--- src/rtl/core/pesc_pkg.sv ---
// ----------------------------------------------------------------------------
// pesc_pkg: shared types and helpers for the per-endpoint session counter
// Holds table sizing, session range, request codes and the counter advance.
// ----------------------------------------------------------------------------
package pesc_pkg;

  localparam int unsigned TABLE_DEPTH = 16;
  localparam logic [15:0] FIRST_SESSION = 16'd1;
  localparam logic [15:0] LAST_SESSION  = 16'd65535;
  localparam int unsigned QUEUE_DEPTH = 2;

  typedef enum logic {
    OP_MCAST = 1'b0,
    OP_UCAST = 1'b1
  } op_e;

  typedef struct packed {
    op_e         op;
    logic [63:0] addr_high;
    logic [63:0] addr_low;
  } req_t;

  typedef struct packed {
    logic [15:0] session;
    logic        reboot;
  } ctr_t;

  // Wrap from the last ID back to the first and drop the reboot flag on wrap
  function automatic ctr_t advance(input ctr_t cur);
    ctr_t nxt;
    if (cur.session == LAST_SESSION) begin
      nxt.session = FIRST_SESSION;
      nxt.reboot  = 1'b0;
    end else begin
      nxt.session = cur.session + 16'd1;
      nxt.reboot  = cur.reboot;
    end
    return nxt;
  endfunction

  // Keep only the lowest set bit
  function automatic logic [TABLE_DEPTH-1:0] lowest_one(input logic [TABLE_DEPTH-1:0] x);
    return x & (~x + {{(TABLE_DEPTH-1){1'b0}}, 1'b1});
  endfunction

endpackage

--- src/rtl/core/pesc_if.sv ---
// ----------------------------------------------------------------------------
// pesc_if: request and response channels
// Valid/ready channels carrying a session request and its response.
// ----------------------------------------------------------------------------
interface pesc_req_if;
  logic        valid;
  logic        ready;
  logic        command;
  logic [63:0] addr_high;
  logic [63:0] addr_low;

  modport source (output valid, output command, output addr_high, output addr_low,
                  input ready);
  modport sink   (input valid, input command, input addr_high, input addr_low,
                  output ready);
endinterface

interface pesc_rsp_if;
  logic        valid;
  logic        ready;
  logic [15:0] session_id;
  logic        reboot_flag;
  logic        table_full;

  modport source (output valid, output session_id, output reboot_flag,
                  output table_full, input ready);
  modport sink   (input valid, input session_id, input reboot_flag,
                  input table_full, output ready);
endinterface

--- src/rtl/core/pesc_front.sv ---
// ----------------------------------------------------------------------------
// pesc_front: request intake
// Registers an incoming transaction, decodes its command and pushes it on.
// ----------------------------------------------------------------------------
module pesc_front import pesc_pkg::*; (
  input  logic clk_i,
  input  logic rst_ni,
  pesc_req_if.sink req_i,
  input  logic q_full_i,
  output logic push_o,
  output req_t push_data_o
);

  logic front_valid_q, front_valid_d;
  req_t front_req_q;
  logic accept;

  assign req_i.ready = !front_valid_q || !q_full_i;
  assign accept      = req_i.valid && req_i.ready;
  assign push_o      = front_valid_q && !q_full_i;
  assign push_data_o = front_req_q;

  always_comb begin
    front_valid_d = front_valid_q;
    if (push_o) front_valid_d = 1'b0;
    if (accept) front_valid_d = 1'b1;
  end

  always_ff @(posedge clk_i or negedge rst_ni) begin
    if (!rst_ni) begin
      front_valid_q <= 1'b0;
    end else begin
      front_valid_q <= front_valid_d;
    end
  end

  always_ff @(posedge clk_i) begin
    if (accept) begin
      front_req_q.op        <= req_i.command ? OP_UCAST : OP_MCAST;
      front_req_q.addr_high <= req_i.addr_high;
      front_req_q.addr_low  <= req_i.addr_low;
    end
  end

endmodule

--- src/rtl/core/pesc_queue.sv ---
// ----------------------------------------------------------------------------
// pesc_queue: request queue
// Short FIFO between intake and table update so each side stalls on its own.
// ----------------------------------------------------------------------------
module pesc_queue import pesc_pkg::*; (
  input  logic clk_i,
  input  logic rst_ni,
  input  logic push_i,
  input  req_t push_data_i,
  output logic full_o,
  output logic valid_o,
  input  logic pop_i,
  output req_t pop_data_o
);

  localparam int unsigned PtrW = (QUEUE_DEPTH > 1) ? $clog2(QUEUE_DEPTH) : 1;
  localparam int unsigned CntW = $clog2(QUEUE_DEPTH + 1);

  req_t            mem [QUEUE_DEPTH];
  logic [PtrW-1:0] wr_ptr_q, wr_ptr_d, rd_ptr_q, rd_ptr_d;
  logic [CntW-1:0] count_q, count_d;
  logic            do_push, do_pop;

  assign full_o     = (count_q == CntW'(QUEUE_DEPTH));
  assign valid_o    = (count_q != '0);
  assign pop_data_o = mem[rd_ptr_q];
  assign do_push    = push_i && !full_o;
  assign do_pop     = pop_i && valid_o;

  function automatic logic [PtrW-1:0] bump(input logic [PtrW-1:0] p);
    return (p == PtrW'(QUEUE_DEPTH - 1)) ? '0 : p + PtrW'(1);
  endfunction

  always_comb begin
    wr_ptr_d = do_push ? bump(wr_ptr_q) : wr_ptr_q;
    rd_ptr_d = do_pop  ? bump(rd_ptr_q) : rd_ptr_q;
    count_d  = count_q;
    if (do_push && !do_pop) count_d = count_q + CntW'(1);
    if (do_pop && !do_push) count_d = count_q - CntW'(1);
  end

  always_ff @(posedge clk_i or negedge rst_ni) begin
    if (!rst_ni) begin
      wr_ptr_q <= '0;
      rd_ptr_q <= '0;
      count_q  <= '0;
    end else begin
      wr_ptr_q <= wr_ptr_d;
      rd_ptr_q <= rd_ptr_d;
      count_q  <= count_d;
    end
  end

  always_ff @(posedge clk_i) begin
    if (do_push) mem[wr_ptr_q] <= push_data_i;
  end

endmodule

--- src/rtl/core/pesc_back.sv ---
// ----------------------------------------------------------------------------
// pesc_back: session table and response register
// Matches a unicast address against all entries and allocates or advances its counter; multicast advances its own.
// ----------------------------------------------------------------------------
module pesc_back import pesc_pkg::*; (
  input  logic clk_i,
  input  logic rst_ni,
  input  logic q_valid_i,
  input  req_t q_data_i,
  output logic pop_o,
  pesc_rsp_if.source rsp_o
);

  logic [TABLE_DEPTH-1:0] entry_valid_q, entry_valid_d;
  logic [63:0]            entry_addr_high_q [TABLE_DEPTH];
  logic [63:0]            entry_addr_low_q  [TABLE_DEPTH];
  ctr_t                   entry_ctr_q       [TABLE_DEPTH];
  ctr_t                   mcast_ctr_q, mcast_ctr_d;

  logic [TABLE_DEPTH-1:0] match, hit_oh, free_oh, sel_oh;
  logic                   hit_any, free_any, full;
  ctr_t                   sel_ctr, cur_ctr;

  logic        out_valid_q, out_valid_d;
  logic [15:0] out_session_q;
  logic        out_reboot_q, out_full_q;
  logic        is_ucast;

  assign pop_o    = q_valid_i && (!out_valid_q || rsp_o.ready);
  assign is_ucast = (q_data_i.op == OP_UCAST);

  always_comb begin
    for (int i = 0; i < TABLE_DEPTH; i++) begin
      match[i] = entry_valid_q[i] && (entry_addr_high_q[i] == q_data_i.addr_high)
                 && (entry_addr_low_q[i] == q_data_i.addr_low);
    end
  end

  assign hit_oh   = lowest_one(match);
  assign free_oh  = lowest_one(~entry_valid_q);
  assign hit_any  = |match;
  assign free_any = !(&entry_valid_q);
  assign full     = !hit_any && !free_any;
  assign sel_oh   = hit_any ? hit_oh : free_oh;

  always_comb begin
    sel_ctr = '0;
    for (int i = 0; i < TABLE_DEPTH; i++) begin
      if (hit_oh[i]) sel_ctr = sel_ctr | entry_ctr_q[i];
    end
  end

  // A fresh slot starts at the first ID with the reboot flag set
  always_comb begin
    if (!is_ucast) begin
      cur_ctr = mcast_ctr_q;
    end else if (hit_any) begin
      cur_ctr = sel_ctr;
    end else begin
      cur_ctr.session = FIRST_SESSION;
      cur_ctr.reboot  = 1'b1;
    end
  end

  always_comb begin
    mcast_ctr_d   = mcast_ctr_q;
    entry_valid_d = entry_valid_q;
    out_valid_d   = out_valid_q;
    if (rsp_o.ready) out_valid_d = 1'b0;
    if (pop_o) begin
      out_valid_d = 1'b1;
      if (!is_ucast) begin
        mcast_ctr_d = advance(mcast_ctr_q);
      end else if (!full) begin
        entry_valid_d = entry_valid_q | sel_oh;
      end
    end
  end

  always_ff @(posedge clk_i or negedge rst_ni) begin
    if (!rst_ni) begin
      mcast_ctr_q.session <= FIRST_SESSION;
      mcast_ctr_q.reboot  <= 1'b1;
      entry_valid_q       <= '0;
      out_valid_q         <= 1'b0;
    end else begin
      mcast_ctr_q   <= mcast_ctr_d;
      entry_valid_q <= entry_valid_d;
      out_valid_q   <= out_valid_d;
    end
  end

  always_ff @(posedge clk_i) begin
    if (pop_o && is_ucast && !full) begin
      for (int i = 0; i < TABLE_DEPTH; i++) begin
        if (sel_oh[i]) begin
          entry_ctr_q[i] <= advance(cur_ctr);
          if (!hit_any) begin
            entry_addr_high_q[i] <= q_data_i.addr_high;
            entry_addr_low_q[i]  <= q_data_i.addr_low;
          end
        end
      end
    end
  end

  always_ff @(posedge clk_i) begin
    if (pop_o) begin
      out_session_q <= (is_ucast && full) ? 16'd0 : cur_ctr.session;
      out_reboot_q  <= (is_ucast && full) ? 1'b0 : cur_ctr.reboot;
      out_full_q    <= is_ucast && full;
    end
  end

  assign rsp_o.valid       = out_valid_q;
  assign rsp_o.session_id  = out_session_q;
  assign rsp_o.reboot_flag = out_reboot_q;
  assign rsp_o.table_full  = out_full_q;

endmodule

--- src/rtl/core/per_endpoint_session_counter.sv ---
// ----------------------------------------------------------------------------
// per_endpoint_session_counter: session ID and reboot flag allocator
// Hands out session IDs per destination address or for multicast.
// ----------------------------------------------------------------------------
// Usage:
//   req_i carries one request per transaction: command 0 asks for the next
//   multicast session, command 1 for the next unicast session of the 128-bit
//   address in addr_high/addr_low. rsp_o returns one transaction per request,
//   in order: session_id, reboot_flag and table_full.
//   A request passes an intake register, a two-entry queue, and the table
//   stage that matches all 16 entries in parallel and updates the selected
//   counter in the same cycle.
//   Throughput is one request per cycle while the receiver keeps rsp_o.ready
//   high, limited by the single table read-modify-write stage.
//   A new address takes the lowest free slot; when none is free the response
//   is ID 0, flag 0 and table_full 1, with no table change.
//   Reset clears every table entry and restarts the multicast counter at the
//   first ID with the reboot flag set.
//   When the receiver stalls, the response register holds, the queue fills,
//   and req_i.ready drops once the intake register is also occupied.
// ----------------------------------------------------------------------------
module per_endpoint_session_counter import pesc_pkg::*; (
  input  logic clk_i,
  input  logic rst_ni,
  pesc_req_if.sink   req_i,
  pesc_rsp_if.source rsp_o
);

  logic q_full, q_push, q_valid, q_pop;
  req_t push_data, pop_data;

  pesc_front u_front (
    .clk_i       (clk_i),
    .rst_ni      (rst_ni),
    .req_i       (req_i),
    .q_full_i    (q_full),
    .push_o      (q_push),
    .push_data_o (push_data)
  );

  pesc_queue u_queue (
    .clk_i       (clk_i),
    .rst_ni      (rst_ni),
    .push_i      (q_push),
    .push_data_i (push_data),
    .full_o      (q_full),
    .valid_o     (q_valid),
    .pop_i       (q_pop),
    .pop_data_o  (pop_data)
  );

  pesc_back u_back (
    .clk_i     (clk_i),
    .rst_ni    (rst_ni),
    .q_valid_i (q_valid),
    .q_data_i  (pop_data),
    .pop_o     (q_pop),
    .rsp_o     (rsp_o)
  );

endmodule

--- src/flat_wrapper.sv ---
// flat-port wrapper written by rule: the top's interface ports become plain ports
module per_endpoint_session_counter_flat import pesc_pkg::*;
  (clk_i, rst_ni, req_i_valid, req_i_command, req_i_addr_high, req_i_addr_low, req_i_ready, rsp_o_valid, rsp_o_session_id, rsp_o_reboot_flag, rsp_o_table_full, rsp_o_ready);
  pesc_req_if req_i_i ();
  pesc_rsp_if rsp_o_i ();
  input  logic clk_i;
  input  logic rst_ni;
  input wire logic [$bits(req_i_i.valid)-1:0] req_i_valid;
  input wire logic [$bits(req_i_i.command)-1:0] req_i_command;
  input wire logic [$bits(req_i_i.addr_high)-1:0] req_i_addr_high;
  input wire logic [$bits(req_i_i.addr_low)-1:0] req_i_addr_low;
  output wire logic [$bits(req_i_i.ready)-1:0] req_i_ready;
  output wire logic [$bits(rsp_o_i.valid)-1:0] rsp_o_valid;
  output wire logic [$bits(rsp_o_i.session_id)-1:0] rsp_o_session_id;
  output wire logic [$bits(rsp_o_i.reboot_flag)-1:0] rsp_o_reboot_flag;
  output wire logic [$bits(rsp_o_i.table_full)-1:0] rsp_o_table_full;
  input wire logic [$bits(rsp_o_i.ready)-1:0] rsp_o_ready;
  assign req_i_i.valid = req_i_valid;
  assign req_i_i.command = req_i_command;
  assign req_i_i.addr_high = req_i_addr_high;
  assign req_i_i.addr_low = req_i_addr_low;
  assign req_i_ready = req_i_i.ready;
  assign rsp_o_valid = rsp_o_i.valid;
  assign rsp_o_session_id = rsp_o_i.session_id;
  assign rsp_o_reboot_flag = rsp_o_i.reboot_flag;
  assign rsp_o_table_full = rsp_o_i.table_full;
  assign rsp_o_i.ready = rsp_o_ready;
  per_endpoint_session_counter u_core (.clk_i(clk_i), .rst_ni(rst_ni), .req_i(req_i_i), .rsp_o(rsp_o_i));
endmodule
--- config.mk ---
export PLATFORM = sky130hd
export DESIGN_NAME = per_endpoint_session_counter_flat
export DESIGN_NICKNAME = d
export VERILOG_FILES = /design/src/rtl/core/pesc_pkg.sv /design/src/rtl/core/pesc_if.sv /design/src/rtl/core/pesc_front.sv /design/src/rtl/core/pesc_queue.sv /design/src/rtl/core/pesc_back.sv /design/src/rtl/core/per_endpoint_session_counter.sv /design/src/flat_wrapper.sv
export SDC_FILE = /design/constraint.sdc
export NUM_CORES = 2
export LEC_CHECK = 0
export BUFFER_PORTS_ARGS = -buffer_cell sky130_fd_sc_hd__buf_4
export CAP_MARGIN = 15
export CORE_ASPECT_RATIO = 1.25
export CORE_MARGIN = 2
export CORE_UTILIZATION = 50
export DETAILED_ROUTE_END_ITERATION = 12
export PLACE_DENSITY_LB_ADDON = 0.25
export SLEW_MARGIN = 10
export SYNTH_ARGS = -nofsm -noshare
export SYNTH_HDL_FRONTEND = slang
export SYNTH_HIERARCHICAL = 1
export SYNTH_SLANG_ARGS = --single-unit
--- constraint.sdc ---
create_clock -name clk_i -period 29.8 [get_ports clk_i]
set_input_delay 1.49 -clock clk_i [delete_from_list [all_inputs] [get_ports clk_i]]
set_output_delay 1.49 -clock clk_i [all_outputs]
set_load 0.01 [all_outputs]
# == Word-level counts from Yosys, hierarchy flattened ==
# Memory sizes are Yosys's and may differ from the RTL's.
# Cells that the tools add are included.
# totals
reg_bits,186
ramBits,2578
in_bits,133
out_inout_bits,20
word_cells,486
mem_count,4
# op_classes
n_addsub,8
n_eq_ne,35
n_mux,296
bitwise_logic,23
n_reduce_logical,106
# mem_list
memory,depth,word_bits,rd,rd_clocked_by_memory_dff,wr,line_no,text
u_core.u_back.entry_addr_high_q,16,64,16,0,1,pesc_back.sv:15,logic [63:0] entry_addr_high_q [TABLE_DEPTH];
u_core.u_back.entry_addr_low_q,16,64,16,0,1,pesc_back.sv:16,logic [63:0] entry_addr_low_q [TABLE_DEPTH];
u_core.u_back.entry_ctr_q,16,17,16,0,1,pesc_back.sv:17,ctr_t entry_ctr_q [TABLE_DEPTH];
u_core.u_queue.mem,2,129,1,0,1,pesc_queue.sv:19,req_t mem [QUEUE_DEPTH];
# ops
op,count
64-bit equality test,32
64-bit two-way mux,30
64-bit OR reduction,30
17-bit two-way mux,67
17-bit bitwise OR,15
17-bit OR reduction,15
4-bit two-way mux,45
1-bit two-way mux,151
16-bit by 1-bit adder with 16-bit output (second input constant),4
16-bit NOT,3
1-bit logical AND,43
16-bit bitwise AND,2
16-bit equality test (second input constant),2
16-bit two-way mux,1
16-bit bitwise OR,1
16-bit AND reduction,1
16-bit OR reduction,1
2-bit nonzero test,4
1-bit zero test,7
3-bit AND reduction,2
2-bit two-way mux,2
1-bit adder (second input constant),2
2-bit by 1-bit adder with 2-bit output (second input constant),1
2-bit equality test (second input constant),1
other kinds (4),6

# == Logic depth before layout (Yosys ltp) ==
# An unclocked memory read counts as a cell.
# depth
word_depth,59
ltp_mapped,24
ltp_nobuf,17

# == Modules after synthesis ==
# Netlist, hierarchy kept.
# by_module_without_submodules
mod,instances,cells_per_inst,area_each_um2,seq_area_each_um2
pesc_back,1,6786,102265.6,71060.7
pesc_queue,1,419,9494.1,7847.5
pesc_front,1,134,3923.8,3898.7

# == Least setup slack after synthesis ==
# Ideal clock, no wire load.
# synth_timing
path_kind,register to register
start,reg u_core.u_queue.rd_ptr_q
end,mem u_core/u_back/entry_ctr_q[1][17] (netlist bit) (enable)
setup_ns,0.375
t_arrival_ns,17.517
required_time_ns,29.425
slack_ns,11.908
path_stages_with_launch,20
n_path_buf,6
period_less_slack_ns,17.892
path_cell_list,dfrtp_1 > buf_4 > buf_4 > mux2_2 > buf_2 > buf_2 > nand2b_1 > o2111ai_1 > nor4_1 > and4_1 > nand4_1 > o211ai_2 > or4_1 > buf_6 > nor3_2 > nand3_1 > or2_2 > clkbuf_1 > nor4b_1 > a21o_1
# synth_lines
item,line_no,text
from (decl),pesc_queue.sv:20,"logic [PtrW-1:0] wr_ptr_q, wr_ptr_d, rd_ptr_q, rd_ptr_d;"
from (signal assigned),pesc_queue.sv:49,rd_ptr_q <= rd_ptr_d;
to (decl),pesc_back.sv:17,

==> tab_implementation.tex <==
\begin{tabular}{lr}
\hline
Metric & Value \\
\hline
\multicolumn{2}{l}{\textbf{Global route}} \\
\quad Maximum number of pins on one net before global-route repair & between 100 and 150 \\
\quad All-layer global routing usage & between 40\% and 50\% \\
\quad First-pass GRT wire length & $\sim$660,000 µm \\
\quad Initial antenna violation count & 74 \\
\quad Via count of the first global-routing pass & approximately 72k \\
\quad Final global-route overflow total & 0 \\
\multicolumn{2}{l}{\textbf{Worst setup path}} \\
\quad Minimum setup slack among reg-to-reg paths & roughly 19 ns \\
\quad Critical path arrival & 11.81 ns \\
\quad Kind of capture point of the worst setup path & flop \\
\quad Number of cell instances on the worst register-to-register path & 17 \\
\quad Largest fanout on the critical path & 76 \\
\quad Critical path type & flop to flop \\
\quad Element type at the critical path start & flop \\
\quad Critical Path RT & 30.32 ns \\
\multicolumn{2}{l}{\textbf{Worst hold path}} \\
\quad Number of cells traversed by the worst hold path & 0 \\
\quad Class of the worst hold path & flop to flop \\
\multicolumn{2}{l}{\textbf{Placed design}} \\
\quad Placed Cells incl. Taps & between 10k and 15k \\
\quad Final HPWL DP & roughly 340,000 µm \\
\quad Final estimated routing congestion in global placement & between 1 and 1.5 \\
\quad Count of input and output buffers & about 150 \\
\multicolumn{2}{l}{\textbf{Routing}} \\
\quad Overall via count from detail\_route & 77.05k \\
\quad Remaining DRCs & 0 \\
\quad Router iterations before antenna repair & 8 \\
\quad Drt total wl & just over 500,000 µm \\
\quad Number of nets with antenna violations after routing & 0 \\
\quad Routed vias/inst & around 6.9 \\
\quad Detailed-route wire length per cell & about 45 µm \\
\quad Drt first-iter violations & between 10k and 15k \\
\multicolumn{2}{l}{\textbf{Clock network}} \\
\quad Post-cts repair resize count & 0 \\
\quad Clock-pin transition on the worst setup and hold timing paths & $\sim$0.060 ns \\
\quad Cell at the root of the clock tree & clkbuf\_16 \\
\quad Number of setup buffers added after CTS & 0 \\
\quad Clock Tree Buf Depth & 4 \\
\quad H-tree lvl count & 5 \\
\quad Skew-Pair Late Insertion Delay & roughly 0.95 ns \\
\quad Clock tree from TritonCTS & done \\
\quad Hold\_buf cts & 0 \\
\quad Number of clock buffers inserted by TritonCTS & between 200 and 300 \\
\quad TritonCTS sink count & $\sim$2.8k \\
\multicolumn{2}{l}{\textbf{Synthesis}} \\
\quad Async set or reset register ratio after synthesis & around 1.4\% \\
\quad Leading cell types by total area after synthesis & edfxtp\_1 71\%, xnor2\_1 7.3\%, nand2b\_1 3.6\%, xor2\_1 2.0\%, o2111ai\_1 1.7\% \\
\quad Post-synth top flop & edfxtp\_1 \\
\quad Synth top area share & $\sim$70\% \\
\quad Number of register bits inferred by synthesis & about 2.8k \\
\quad Post-synth EDFFs & 2,725 \\
\quad Synthesized area divided by synthesized cell count & $\sim$16 µm² \\
\quad Number of nets produced by synthesis & between 7k and 8k \\
\quad Cell type contributing the most total cell area after synthesis & edfxtp\_1 \\
\quad Synth warn & 6 \\
\quad Cell count after synthesis & roughly 7.3k \\
\quad Part of the Yosys area used for sequential elements & between 70\% and 80\% \\
\quad Cell Area, Synth & about 120,000 µm² \\
\quad Cell variety after synth & 96 \\
\multicolumn{2}{l}{\textbf{STA}} \\
\quad RSZ-0062 raised after global routing & no \\
\quad Least-Margin Pin Slew & 1.373 ns \\
\quad Setup clock skew after layout & around 0.068 ns \\
\quad Max transition margin & between 7 and 8\% \\
\quad Number of failing hold endpoints at the final stage & 0 \\
\quad Number of pins with negative max-slew slack in the final report & 0 \\
\quad Fin crit period & 11.30 ns \\
\quad Setup Viol. Count Final & 0 \\
\quad Maximum clock frequency & just under 0.09 GHz \\
\quad Summed negative setup slack over all endpoints & 0 ns \\
\quad Worst slack on hold paths & approximately 0.44 ns \\
\quad Post-route fraction of the period consumed by the critical path & between 30\% and 40\% \\
\multicolumn{2}{l}{\textbf{Pwr}} \\
\quad Static leakage power & roughly 42 nW \\
\quad Internal power contribution & between 8 and 9 mW \\
\quad Sequential group share of total power & a little over a third \\
\quad Net switching power & roughly 6.1 mW \\
\quad Power density of the placed cells & approximately 110 nW/µm² \\
\quad Switching Fraction & between 40\% and 50\% \\
\quad Clock Power Share & 25.0\% \\
\quad Worst VDD drop & roughly 0.08 mV \\
\quad Combinational Power Share & between 30 and 40\% \\
\multicolumn{2}{l}{\textbf{Layout}} \\
\quad Area added between synthesis and finish & 13.72\% \\
\quad Final net count & 7,969 \\
\quad Commonest non-fill, non-tap cell in the layout & edfxtp\_1 \\
\quad Commonest cells after routing, fill and taps aside & 2,725 x edfxtp\_1, 963 x xnor2\_1, 661 x nand2b\_1, 507 x buf\_4, 300 x nand4\_1 \\
\quad Fraction of final layout cells sized beyond drive strength 1 & between 10\% and 20\% \\
\quad Final instance count without filler cells & 11.17k \\
\multicolumn{2}{l}{\textbf{Floorplanning}} \\
\quad Boundary Pins & approximately 150 \\
\quad Chip height & $\sim$540 µm \\
\quad Overall die area & 235,300 µm² \\
\quad Number of rows created at floorplan & approximately 200 \\
\quad Die X & around 430 µm \\
\quad Area of the core region & 230,200 µm² \\
\quad Initial cell density of the core & between 50\% and 60\% \\
\multicolumn{2}{l}{\textbf{Run status}} \\
\quad Outcome & finished, final reports clean \\
\multicolumn{2}{l}{\textbf{Flow run}} \\
\quad Max-capacitance violation count & 0 \\
\hline
\end{tabular}
## cells by family (layout without fill, tap and decap cells)
| kind of cell | after synthesis | after routing | synth area share, % |
|---|---|---|---|
| other | 0 | 46 | 0 |
| multiplexers | 133 | 133 | 1.292 |
| AND/OR/NAND/NOR | 1922 | 1922 | 10.06 |
| flip-flops | 2764 | 2764 | 71.58 |
| XOR/XNOR | 1231 | 1231 | 9.326 |
| adder cells (fa/ha/maj) | 3 | 3 | 0.03245 |
| AO/OA/AOI/OAI | 786 | 786 | 5.660 |
| buffers and inverters | 500 | 1205 | 2.050 |
## path summary, 6_finish.rpt
check	startpoint	end
min in group asynchronous	rst_ni	u_core/u_back/entry_valid_q[0]
min	u_core/u_front/push_data_o[72]	u_core/u_queue/mem[0][72]
max reg2reg	u_core/u_queue/rd_ptr_q	u_core/u_back/entry_addr_low_q[0][404]
min reg2reg	u_core/u_front/push_data_o[72]	u_core/u_queue/mem[0][72]
max	u_core/u_queue/rd_ptr_q	u_core/u_back/entry_addr_low_q[0][404]
max in group asynchronous	rst_ni	u_core/u_queue/rd_ptr_q
## cell usage after synthesis, types with 36 or more instances
master	n
nor2b_1	212
nand2_1	122
clkbuf_1	42
a2111oi_0	63
o21ai_0	37
xnor2_1	965
o22ai_1	75
a22o_1	36
nor3_1	65
nand2b_1	661
nand3_1	70
o2bb2ai_1	81
dfrtp_1	37
mux2_2	131
edfxtp_1	2725
xor2_1	265
nand4_1	300
o2111ai_1	219
nor4_1	218
buf_2	212
nor2_1	105
buf_4	49
inv_1	160
## layout make-up
cell class,instances,area (µm²)
fillers,18080,98670
clock buffers,350,7575
well taps,3084,3859
flip-flops and latches,2764,82810
clock inverters,148,1546
multi-input cells,4075,30860
repair buffers,521,4086
diodes,46,115.1
inverters,186,698.2
## stage by stage
stage	area, µm²	utilization (%)	setup WS, ns	power [mW]
floorplan	115700	-	11.91	7.730
global placement	122200	53.07	19.15	10.59
detailed placement	122300	53.12	19.05	10.64
CTS	131400	57.08	19.00	14.20
global route	131400	57.10	18.45	14.51
finish	131600	57.14	18.50	14.51
## worst max-delay path, cell delays in order, from the launching register on
cell	delay (ns)
dfrtp_4	0.71
buf_4	0.57
buf_4	0.79
mux2_2	0.81
inv_2	0.56
o221ai_1	0.32
nor4_1	0.08
and4_1	0.26
nand4_1	0.32
buf_4	0.49
o211ai_2	0.26
or4_1	0.92
nor3_2	0.78
nand3_1	0.85
or2_2	0.68
nor2_4	0.11
buf_4	0.85
buf_4	0.98
## metal layers
layer / vias to the layer above / wire [µm] / global-route usage [%]
met3: 1871 / 66910 / 12.27
li1: 29140 / - / -
met5: - / 114 / 0
met2: 6932 / 214500 / 61.56
met4: 16 / 52270 / 35.14
met1: 39090 / 171000 / 53.03
## sequential cells by signal (all words and copies together), names as in the netlist, 16 cells and up
signal                           count
u_core/u_front/push_data_o         129
u_core/u_back/rsp_o.session_id      16
u_core/u_back/entry_ctr_q          272
u_core/u_queue/mem                 258
u_core/u_back/entry_valid_q         16
u_core/u_back/entry_addr_low_q    1024
u_core/u_back/entry_addr_high_q   1024
u_core/u_back/mcast_ctr_q           17
## power by group through the flow
stage               clock [mW]  sequential (mW)  combinational (mW)
floorplan                    0             5.34                2.39
global placement             0             5.33                5.27
detailed placement           0             5.34                5.30
CTS                       3.62             5.26                5.32
global route              3.77             5.28                5.46
finish                    3.62             5.26                5.63
(Power assumes the default switching activity.)
